--- config.mk ---
export PLATFORM = sky130hd
export DESIGN_NAME = task_table_scheduler
export DESIGN_NICKNAME = d
export VERILOG_FILES = /design/src/tts_pkg.sv /design/src/tts_cell.sv /design/src/tts_proc.sv /design/src/task_table_scheduler.sv
export SDC_FILE = /design/constraint.sdc
export NUM_CORES = 1
export LEC_CHECK = 0
export ABC_CLOCK_PERIOD_IN_PS = 3400
export BUFFER_PORTS_ARGS = -buffer_cell sky130_fd_sc_hd__clkbuf_2
export CAP_MARGIN = 20
export CORE_ASPECT_RATIO = 1.4
export CORE_MARGIN = 10
export CORE_UTILIZATION = 55
export CTS_CLUSTER_DIAMETER = 30
export CTS_CLUSTER_SIZE = 28
export DETAILED_ROUTE_END_ITERATION = 10
export GPL_ROUTABILITY_DRIVEN = 0
export PLACE_DENSITY = 0.75
export SYNTH_ARGS = -nofsm -noshare
export SYNTH_HDL_FRONTEND = slang
export SYNTH_HIERARCHICAL = 1
export SYNTH_SLANG_ARGS = --single-unit
export TNS_END_PERCENT = 1
--- constraint.sdc ---
create_clock -name clock -period 3.4 [get_ports clock]
set_input_delay 0.17 -clock clock [delete_from_list [all_inputs] [get_ports clock]]
set_output_delay 0.17 -clock clock [all_outputs]
set_load 0.05 [all_outputs]
--- src/tts_pkg.sv ---
// Shared types and constants for the task table scheduler.
// Depends on nothing; every other file imports it.
package tts_pkg;

   localparam int REQ_W      = 2;
   localparam int HANDLE_W   = 8;
   localparam int TIME_W     = 16;
   localparam int DEL_SLOT_W = 3;
   localparam int KIND_W     = 2;
   localparam int IDX_W      = 4;
   localparam int PEND_W     = 8;
   localparam logic [PEND_W-1:0] PEND_MAX = '1;

   typedef enum logic [REQ_W-1:0] {
      REQ_TICK     = 2'd0,
      REQ_ADD      = 2'd1,
      REQ_DELETE   = 2'd2,
      REQ_DISPATCH = 2'd3
   } req_code_type;

   typedef enum logic [KIND_W-1:0] {
      KIND_RUN    = 2'd0,
      KIND_ADD    = 2'd1,
      KIND_DELETE = 2'd2,
      KIND_DONE   = 2'd3
   } rsp_kind_type;

   // one task slot
   typedef struct packed {
      logic                valid;
      logic [HANDLE_W-1:0] handle;
      logic [TIME_W-1:0]   countdown;
      logic [TIME_W-1:0]   period;
      logic                coop;
      logic [PEND_W-1:0]   pending;
   } slot_type;

   // control into the head update unit
   typedef struct packed {
      req_code_type op;
      logic         del_hit;
      logic         add_open;
   } proc_ctrl_type;

   // status out of the head update unit
   typedef struct packed {
      logic emit;
      logic claimed;
      logic present;
   } proc_stat_type;

endpackage

--- src/tts_cell.sv ---
// One cell of the slot ring: holds a single task slot and takes its
// neighbor's slot on every shift. Depends on tts_pkg.
module tts_cell (
   input  logic              clock,
   input  logic              reset,
   input  logic              shift,
   input  tts_pkg::slot_type slot_d,
   output tts_pkg::slot_type slot_q
);
   import tts_pkg::*;

   slot_type slot_ff;
   slot_type slot_in;

   always_comb begin
      slot_in = shift ? slot_d : slot_ff;
   end

   always_ff @(posedge clock) begin
      if (reset) begin
         slot_ff <= '0;
      end else begin
         slot_ff <= slot_in;
      end
   end

   assign slot_q = slot_ff;

endmodule

--- src/tts_proc.sv ---
// Update unit at the head of the slot ring: applies one request to the
// slot leaving cell 0 before it re-enters at the tail. Depends on tts_pkg.
module tts_proc (
   input  tts_pkg::proc_ctrl_type ctrl,
   input  tts_pkg::slot_type      slot_d,
   input  tts_pkg::slot_type      fresh,
   output tts_pkg::slot_type      slot_q,
   output tts_pkg::proc_stat_type stat
);
   import tts_pkg::*;

   always_comb begin
      slot_q = slot_d;
      stat   = '0;
      case (ctrl.op)
         REQ_TICK: begin
            if (slot_d.valid) begin
               if (slot_d.countdown == '0) begin
                  if (slot_d.coop) begin
                     if (slot_d.pending != PEND_MAX) begin
                        slot_q.pending = slot_d.pending + PEND_W'(1);
                     end
                  end else begin
                     stat.emit = 1'b1;
                     if (slot_d.period == '0) begin
                        slot_q.valid = 1'b0;
                     end
                  end
                  if (slot_d.period != '0) begin
                     slot_q.countdown = slot_d.period;
                  end
               end else begin
                  slot_q.countdown = slot_d.countdown - TIME_W'(1);
               end
            end
         end
         REQ_ADD: begin
            if (ctrl.add_open && !slot_d.valid) begin
               slot_q       = fresh;
               stat.claimed = 1'b1;
            end
         end
         REQ_DELETE: begin
            if (ctrl.del_hit) begin
               stat.present = slot_d.valid;
               slot_q       = '0;
            end
         end
         REQ_DISPATCH: begin
            if (slot_d.valid && slot_d.coop && slot_d.pending != '0) begin
               stat.emit      = 1'b1;
               slot_q.pending = slot_d.pending - PEND_W'(1);
               if (slot_d.period == '0) begin
                  slot_q.valid = 1'b0;
               end
            end
         end
         default: begin
         end
      endcase
   end

endmodule

--- src/task_table_scheduler.sv ---
// Task table scheduler: a ring of SLOTS task slots with time-triggered
// pre-emptive and cooperative runs. Depends on tts_pkg, tts_cell, tts_proc.
//
// Use: drive req_* and raise start; a transfer happens at an edge with start
// high and busy low. Every request (tick, add, delete, dispatch) rotates the
// ring once: each slot in turn passes the update unit from cell 0 and
// re-enters at the tail, then the closing result is made.
// Results come out on rsp_* marked by rsp_valid, one cycle each, in slot
// order. Tick gives one run result per pre-emptive task due (a due
// cooperative task gains a pending run instead), dispatch one per cooperative
// task with a pending run; each then gives a walk done result with rsp_last
// high; add and delete give a single reply. A run result is registered and
// shows in the cycle after the slot's turn. A new request is not taken until
// the ring rotation and the closing step are done; busy drops with the closing
// result, so the next request can be taken at the edge that ends that cycle.
// The receiver cannot stall: results are never held back.
// Reset (synchronous, active high) empties every slot and returns to idle.
module task_table_scheduler #(
   parameter int SLOTS = 8
) (
   input  logic                             clock,
   input  logic                             reset,
   input  logic                             start,
   output logic                             busy,
   input  logic [tts_pkg::REQ_W-1:0]        req_type,
   input  logic [tts_pkg::HANDLE_W-1:0]     req_task_handle,
   input  logic [tts_pkg::TIME_W-1:0]       req_start_delay,
   input  logic [tts_pkg::TIME_W-1:0]       req_repeat_period,
   input  logic                             req_cooperative,
   input  logic [tts_pkg::DEL_SLOT_W-1:0]   req_slot,
   output logic                             rsp_valid,
   output logic [tts_pkg::KIND_W-1:0]       rsp_kind,
   output logic [tts_pkg::IDX_W-1:0]        rsp_slot_index,
   output logic [tts_pkg::HANDLE_W-1:0]     rsp_run_handle,
   output logic                             rsp_was_present,
   output logic                             rsp_last
);
   import tts_pkg::*;

   localparam int CW = $clog2(SLOTS + 1);
   localparam int MW = (CW > DEL_SLOT_W) ? CW : DEL_SLOT_W;

   typedef enum logic [2:0] {
      ST_IDLE = 3'b001,
      ST_WALK = 3'b010,
      ST_DONE = 3'b100
   } state_type;

   state_type               state_ff, state_in;
   logic [CW-1:0]           step_ff, step_in;
   logic [CW-1:0]           add_idx_ff, add_idx_in;
   logic                    found_ff, found_in;
   logic                    present_ff, present_in;
   req_code_type            op_ff, op_in;
   slot_type                fresh_ff, fresh_in;
   logic [DEL_SLOT_W-1:0]   del_slot_ff, del_slot_in;

   logic                    rsp_valid_ff, rsp_valid_in;
   rsp_kind_type            rsp_kind_ff, rsp_kind_in;
   logic [IDX_W-1:0]        rsp_idx_ff, rsp_idx_in;
   logic [HANDLE_W-1:0]     rsp_handle_ff, rsp_handle_in;
   logic                    rsp_present_ff, rsp_present_in;
   logic                    rsp_last_ff, rsp_last_in;

   logic                    shift;
   slot_type                cell_q [SLOTS];
   slot_type                head_q;
   proc_ctrl_type           ctrl;
   proc_stat_type           stat;

   // ring: cell k takes from cell k+1, the tail takes the updated head
   for (genvar k = 0; k < SLOTS; k++) begin : g_cell
      slot_type cell_d;
      if (k == SLOTS - 1) begin : g_tail
         assign cell_d = head_q;
      end else begin : g_mid
         assign cell_d = cell_q[k+1];
      end
      tts_cell u_cell (
         .clock  (clock),
         .reset  (reset),
         .shift  (shift),
         .slot_d (cell_d),
         .slot_q (cell_q[k])
      );
   end

   always_comb begin
      ctrl.op       = op_ff;
      ctrl.del_hit  = (MW'(del_slot_ff) == MW'(step_ff));
      ctrl.add_open = !found_ff;
   end

   tts_proc u_proc (
      .ctrl   (ctrl),
      .slot_d (cell_q[0]),
      .fresh  (fresh_ff),
      .slot_q (head_q),
      .stat   (stat)
   );

   always_comb begin
      state_in       = state_ff;
      step_in        = step_ff;
      add_idx_in     = add_idx_ff;
      found_in       = found_ff;
      present_in     = present_ff;
      op_in          = op_ff;
      fresh_in       = fresh_ff;
      del_slot_in    = del_slot_ff;
      shift          = 1'b0;
      rsp_valid_in   = 1'b0;
      rsp_kind_in    = rsp_kind_ff;
      rsp_idx_in     = rsp_idx_ff;
      rsp_handle_in  = rsp_handle_ff;
      rsp_present_in = rsp_present_ff;
      rsp_last_in    = rsp_last_ff;
      case (state_ff)
         ST_IDLE: begin
            if (start) begin
               op_in             = req_code_type'(req_type);
               fresh_in.valid     = 1'b1;
               fresh_in.handle    = req_task_handle;
               fresh_in.countdown = req_start_delay;
               fresh_in.period    = req_repeat_period;
               fresh_in.coop      = req_cooperative;
               fresh_in.pending   = '0;
               del_slot_in       = req_slot;
               step_in           = '0;
               found_in          = 1'b0;
               present_in        = 1'b0;
               state_in          = ST_WALK;
            end
         end
         ST_WALK: begin
            shift = 1'b1;
            if (stat.emit) begin
               rsp_valid_in   = 1'b1;
               rsp_kind_in    = KIND_RUN;
               rsp_idx_in     = IDX_W'(step_ff);
               rsp_handle_in  = cell_q[0].handle;
               rsp_present_in = 1'b0;
               rsp_last_in    = 1'b0;
            end
            if (stat.claimed) begin
               found_in   = 1'b1;
               add_idx_in = step_ff;
            end
            if (stat.present) begin
               present_in = 1'b1;
            end
            if (step_ff == CW'(SLOTS - 1)) begin
               state_in = ST_DONE;
            end else begin
               step_in = step_ff + CW'(1);
            end
         end
         ST_DONE: begin
            rsp_valid_in   = 1'b1;
            rsp_last_in    = 1'b1;
            rsp_handle_in  = '0;
            rsp_present_in = 1'b0;
            case (op_ff)
               REQ_ADD: begin
                  rsp_kind_in = KIND_ADD;
                  rsp_idx_in  = found_ff ? IDX_W'(add_idx_ff) : IDX_W'(SLOTS);
               end
               REQ_DELETE: begin
                  rsp_kind_in    = KIND_DELETE;
                  rsp_idx_in     = IDX_W'(del_slot_ff);
                  rsp_present_in = present_ff;
               end
               default: begin
                  rsp_kind_in = KIND_DONE;
                  rsp_idx_in  = '0;
               end
            endcase
            state_in = ST_IDLE;
         end
         default: begin
            state_in = ST_IDLE;
         end
      endcase
   end

   always_ff @(posedge clock) begin
      step_ff        <= step_in;
      add_idx_ff     <= add_idx_in;
      found_ff       <= found_in;
      present_ff     <= present_in;
      op_ff          <= op_in;
      fresh_ff       <= fresh_in;
      del_slot_ff    <= del_slot_in;
      rsp_kind_ff    <= rsp_kind_in;
      rsp_idx_ff     <= rsp_idx_in;
      rsp_handle_ff  <= rsp_handle_in;
      rsp_present_ff <= rsp_present_in;
      rsp_last_ff    <= rsp_last_in;
      if (reset) begin
         state_ff     <= ST_IDLE;
         rsp_valid_ff <= 1'b0;
      end else begin
         state_ff     <= state_in;
         rsp_valid_ff <= rsp_valid_in;
      end
   end

   assign busy            = (state_ff != ST_IDLE);
   assign rsp_valid       = rsp_valid_ff;
   assign rsp_kind        = rsp_kind_ff;
   assign rsp_slot_index  = rsp_idx_ff;
   assign rsp_run_handle  = rsp_handle_ff;
   assign rsp_was_present = rsp_present_ff;
   assign rsp_last        = rsp_last_ff;

endmodule

==> results of run 1 <==
## worst paths after layout
path	to	slack [ns]	cells after the start	startpoint
max	g_cell[7].u_cell/slot_q[14]$_SDFFE_PP0P_	0.47	10	step_ff[0]$_SDFFCE_PP0P_
min	state_ff[0]$_SDFFE_PP1P_	0.04	4	start
max reg2reg	g_cell[7].u_cell/slot_q[14]$_SDFFE_PP0P_	0.47	10	step_ff[0]$_SDFFCE_PP0P_
min reg2reg	g_cell[1].u_cell/slot_q[18]$_SDFFE_PP0P_	0.48	2	g_cell[2].u_cell/slot_q[18]$_SDFFE_PP0P_
## worst min-delay path, delay by kind of cell
family / cells / cell delay, ns
and+or+nand+nor: 2 / 0.17
AOI/OAI and AO/OA: 1 / 0.14
buffers and inverters: 1 / 0.10
## state kept, by name (all words and copies together) (netlist names)
signal                flops
fresh_ff                 41
rsp_kind                  2
rsp_slot_index            4
rsp_was_present           1
rsp_valid                 1
del_slot_ff               3
step_ff                   4
add_idx_ff                4
g_cell.u_cell/slot_q    400
state_ff                  3
found_ff                  1
op_ff                     2
present_ff                1
rsp_last                  1
rsp_run_handle            8
## through the flow
step                power [W]  std cells  setup slack (ns)
global placement      0.00637       2182             0.534
detailed placement    0.00638       2182             0.487
floorplan             0.00626       1762             0.246
CTS                    0.0134       2355             0.477
finish                 0.0133       2355             0.473
global route           0.0137       2355             0.248
## cells by family (layout without fill, tap and decap cells)
group,after synthesis,after routing,synth area share (%)
adders and majority gates,13,13,0.841
muxes,408,408,21.1
other,2,9,0.0388
DFF,476,476,53.0
buffers and inverters,149,286,5.84
xor gates and xnor gates,15,15,0.679
and+or+nand+nor,544,544,12.8
AOI/OAI and AO/OA,148,148,5.66
## final cells by class
type,instances,share of cell area (%)
clock buffers,87,8.64
clock inverters,40,1.76
inverters,20,0.370
multi-input cells,1137,35.8
flip-flops and latches,476,45.9
well taps,456,2.55
repair buffers,139,5.05
## Yosys cell counts, types with 13 or more instances
cell / count / share of area (%)
inv_1: 19 / 0.37
a22o_1: 28 / 1.3
ha_1: 13 / 0.84
clkbuf_1: 59 / 1.1
buf_8: 41 / 3.2
dfxtp_1: 404 / 42
o21ai_0: 15 / 0.39
nor2_1: 412 / 8.0
edfxtp_1: 72 / 11
mux2i_1: 406 / 21
nand2_1: 25 / 0.49
a21oi_1: 35 / 0.91
## layer usage
layer | up-vias | wire [um] | part of all wire (%) | track usage [%]
met5 | - | 0 | 0 | 0
met2 | 326 | 19000 | 49 | 29.3
li1 | 6267 | - | - | -
met4 | 0 | 1440 | 3.7 | 8.77
met3 | 94 | 1950 | 5.0 | 3.99
met1 | 6061 | 16500 | 42 | 22.0
## power groups by stage
stage,clock network [W],logic (W),registers (W)
6_report,0.00697,0.000497,0.00582
5_1_grt,0.00739,0.000536,0.00581
4_1_cts,0.00710,0.000494,0.00581
3_5_place_dp,0,0.000450,0.00593
3_3_place_gp,0,0.000442,0.00593
2_1_floorplan,0,0.000352,0.00591
==> impl_metrics.tcl, run 1 <==
set metrics [dict create \
    layout.cells.most_common "nor2_1" \
    cp.arrival_ns 3.35 \
    post-cts-setup-buffers 0 \
    hpwlAfterDp_um 24000 \
    syn_area_um2 19300 \
    fp.dieH_um 242 \
    wl_per_cell_um 16.5 \
    fin_tns_setup_ns 0 \
    rsz0062_at_grt "no" \
    nFillCells 2741 \
    grt_pass1_vias 12800 \
    drtIter0Drc 870 \
    cp.required_ns 3.82 \
    vias_per_cell 5.41 \
    dieArea_um2 43200 \
    ys_ff_latch 476 \
    p_int_w 0.0104 \
    switchingPower_w 0.00292 \
    ir_worst_vdd_v 0.000392 \
    cts_resized 0 \
    synth-edff-count 72 \
    yosysWarnings 6 \
    antenna_found_initial 0 \
    slowest_delay_ns 0.48 \
    worstSkewPairLatency_ns 0.58 \
    period_share_pct 86.1 \
    area.growth.synth_to_final_pct 15.6 \
    drive_gt1_share_pct 12.7 \
    finalSetupViolCount 0 \
    postRouteAntennaNets 0 \
    async_flop_share_pct 0 \
    switching_share_pct 22.0 \
    io_pins 67 \
    path_buf_inv 2 \
    p_leak_nw 7.84 \
    slew_headroom_pct 40.3 \
    finalCoreUtilization_pct 64.1 \
    grt_overflow 0 \
    crit_family "simple AND/OR/NAND/NOR gates" \
    worstPathMaxFanout 15 \
    grt_max_degree 131 \
    clock.fmax_mhz 342 \
    track_usage_pct 18.0 \
    avgSynthCellArea_um2 11.0 \
    final_cell_mix "nor2_1, mux2i_1, dfxtp_1, clkbuf_16, edfxtp_1" \
    grt_pass1_wl_um 64600 \
    placed_cell_area_um2 19600 \
    status "finished, final reports clean" \
    clkTransAtPathRegs_ns 0.05 \
    numCtsBuffers 69 \
    hold_slack_ns 0.0442 \
    clock_skew_ns 0.0314 \
    hold_buffers 46 \
    p_per_area_nw_per_um2 594 \
    initial_core_util_pct 55.5 \
    slew_viol_final 0 \
    drt-total-wl_um 38900 \
    synth_cell_types 82 \
    cts.sink_count 476 \
    core_um2 34900 \
    die_w_um 178 \
    synthFlopType "dfxtp_1" \
    synthCells 1755 \
    critical_path_class "flop to flop" \
    worst_path_max_delay_cell "edfxtp_1" \
    seq_area_frac_synth_pct 53.0 \
    cts_tree "yes" \
    seq_area_um2 10200 \
    hold_viol_final 0 \
    final_design_area_no_fill_um2 22300 \
    startpoint_type "flop" \
    combPwrFrac_pct 3.7 \
    cts_root_buf "clkbuf_16" \
    min_period_ns 2.93 \
    htree_levels 3 \
    holdCritPathClass "input pin to flop" \
    antenna-diode-count 0 \
    max_slew.worst_pin.slew_ns 0.896 \
    p_clk_share_pct 52.5 \
    maxCapViolCount 0 \
    path_common_cell "buf_4" \
    first_pass_iters 7 \
    nNetsFinal 1905 \
    fp-row-count 81 \
    multi_input_area_um2 7990 \
    p_seq_share_pct 43.8 \
    clockBufferDepth 3 \
    vias 12700 \
    cp-end-kind "flop" \
    port_buffers 66 \
    worstPathCellList "xor2_1, nor4_1, nor2b_1, a21oi_1, buf_4, nand2_1, buf_4, a22o_1, mux2i_1, nor2_1" \
    drc 0 \
]
(Power assumes the default switching activity.)
==> run 2: changes to the inputs <==
--- a/config.mk
+++ b/config.mk
@@ -15,7 +15,8 @@
 export CTS_CLUSTER_SIZE = 28
 export DETAILED_ROUTE_END_ITERATION = 10
 export GPL_ROUTABILITY_DRIVEN = 0
-export PLACE_DENSITY = 0.75
+export GPL_TIMING_DRIVEN = 0
+export PLACE_DENSITY = 0.79
 export SYNTH_ARGS = -nofsm -noshare
 export SYNTH_HDL_FRONTEND = slang
 export SYNTH_HIERARCHICAL = 1
==> run 2 against run 1 <==
Compared with the run above: power is 3.0% higher; clock-buffer cell count shrank 4; final cell count up 4.5%; cell area increased by 3.9%; non-clock buffer count is 105 higher; die area unchanged; routed wire length increased by 28%; register-to-register slack lost 0.32 ns; clock power rose by 4.4%; clock skew fell by 0.0047 ns; sequential power hardly changed; critical endpoint is now g_cell[7].u_cell/slot_q[36]$_SDFFE_PP0P_.
==> impl_metrics.tcl, run 2 (same netlist as run 1, synthesis figures left out) <==
set metrics [dict create \
    finalSetupViolCount 0 \
    p_leak_nw 8.23 \
    post-place-ws_ns -0.150 \
    cts.sink_count 476 \
    startpoint_type "flop" \
    critical_path_class "flop to flop" \
    fp-row-count 81 \
    postRouteAntennaNets 0 \
    nFillCells 2539 \
    worstSkewPairLatency_ns 0.59 \
    drtIter0Drc 1149 \
    wl_per_cell_um 20.3 \
    cts_root_buf "clkbuf_16" \
    clkTransAtPathRegs_ns 0.07 \
    numCtsBuffers 69 \
    p_per_area_nw_per_um2 589 \
    worst_path_max_delay_cell "nor4_1" \
    vias_per_cell 5.60 \
    drive_gt1_share_pct 14.7 \
    clock_skew_ns 0.0268 \
    rsz0062_at_grt "no" \
    layout_setup_ws_ns 0.154 \
    cp.required_ns 3.86 \
    status "finished, final reports clean" \
    hpwlAfterDp_um 33600 \
    fp.dieH_um 242 \
    htree_levels 3 \
    largest_reg_flops 400 \
    drt-total-wl_um 49900 \
    hold_viol_final 0 \
    vias 13800 \
    min_period_ns 3.25 \
    worstPathMaxFanout 10 \
    slowest_delay_ns 0.53 \
    seq_area_um2 10200 \
    grt_pass1_wl_um 77700 \
    final_cell_mix "nor2_1, mux2i_1, dfxtp_1, clkbuf_16, clkbuf_2" \
    multi_input_area_um2 8010 \
    holdCritPathClass "input pin to flop" \
    grt_max_degree 25 \
    track_usage_pct 22.8 \
    core_um2 34900 \
    layout.cells.most_common "nor2_1" \
    nNetsFinal 2010 \
    area.growth.synth_to_final_pct 20.1 \
    first_pass_iters 6 \
    antenna-diode-count 0 \
    hold_depth 4 \
    dieArea_um2 43200 \
    cp.arrival_ns 3.70 \
    cts_tree "yes" \
    die_w_um 178 \
    clockBufferDepth 3 \
    grt_overflow 0 \
    antenna_found_initial 0 \
    port_buffers 66 \
    max_slew.worst_pin.slew_ns 0.835 \
    hold_slack_ns 0.0207 \
    clock.fmax_mhz 308 \
    ir_worst_vdd_v 0.000527 \
    cp-end-kind "flop" \
    slew_viol_final 0 \
    maxCapViolCount 0 \
    grt_pass1_vias 14100 \
    drc 0 \
    initial_core_util_pct 55.5 \
    rr_worst_depth 10 \
    slew_headroom_pct 44.2 \
    worstPathCellList "xor2_1, nor4_1, nor2b_1, a21o_1, clkbuf_1, nor3_1, o2bb2ai_1, a21oi_1, mux2i_1, nor2_1" \
    io_pins 67 \
    period_share_pct 95.5 \
]
[run 2: cell types whose count changed in the layout (fill, tap and decap cells not counted), moves of 3 or more]
cell / delta
buf_12: -8
clkinv_2: -5
clkinvlp_4: +4
buf_2: +6
buf_8: +40
inv_6: +3
buf_6: +12
clkbuf_2: +10
buf_4: -17
clkbuf_1: +51
[run 2: area by class of cell]
type,instances,share of cell area [%]
Buffer,129,4.54
Inverter,20,0.323
Timing Repair Buffer,115,3.62
Clock buffer,83,8.52
Multi-Input combinational cell,1137,34.5
Clock inverter,44,1.92
Tap cell,456,2.46
Sequential cell,476,44.1
[run 2: final timing paths]
| kind | startpoint | to | slack (ns) |
|---|---|---|---|
| worst max-delay path | step_ff[0]$_SDFFCE_PP0P_ | g_cell[7].u_cell/slot_q[36]$_SDFFE_PP0P_ | 0.15 |
| worst min-delay path | start | state_ff[0]$_SDFFE_PP1P_ | 0.02 |
| worst max register to register | step_ff[0]$_SDFFCE_PP0P_ | g_cell[7].u_cell/slot_q[36]$_SDFFE_PP0P_ | 0.15 |
| worst min register to register | g_cell[6].u_cell/slot_q[17]$_SDFFE_PP0P_ | g_cell[6].u_cell/slot_q[17]$_SDFFE_PP0P_ | 0.49 |
[run 2: what timing repair did]
| action | 4_1_cts | 5_1_grt |
|---|---|---|
| endpoints found under the hold margin | 50 | 0 |
| buffers inserted | 0 | 1 |
| setup endpoints to repair | 17 | 31 |
| gates resized for setup | 1 | 1 |
| hold buffers | 47 | 0 |
| pin swaps | 0 | 1 |
[run 2: power breakdown]
| part | leakage [nW] | internal, W | switching, W |
|---|---|---|---|
| Sequential | 3.93 | 0.00577 | 0.0000465 |
| Clock | 1.17 | 0.00454 | 0.00274 |
| Combinational | 3.13 | 0.000218 | 0.000357 |
[run 2: per-stage QoR]
stage	cells	TNS (ns)	total power (W)	utilization (%)	instance area (um^2)
floorplan	1762	0	0.00626	-	19400
global placement	2284	-9.07	0.00644	58.1	20300
detailed placement	2285	-2.44	0.00645	58.2	20300
CTS	2459	0	0.0137	66.5	23200
global route	2460	0	0.0140	66.6	23200
finish	2460	0	0.0137	66.6	23200
[run 2: metal layers]
layer  part of all wire (%)  GRT usage, %
met5                      0             0
met4                    6.6          15.6
met1                     37          24.8
met2                     50          39.6
met3                    5.6          3.74
[run 2: worst max-delay path, delay by kind of cell (launching register included)]
kind | cells | cell delay [ns]
AO/OA/AOI/OAI | 3 | 0.60
flip-flops | 1 | 0.50
buffers and inverters | 1 | 0.32
multiplexers | 1 | 0.18
AND/OR/NAND/NOR | 4 | 1.32
XOR/XNOR | 1 | 0.20
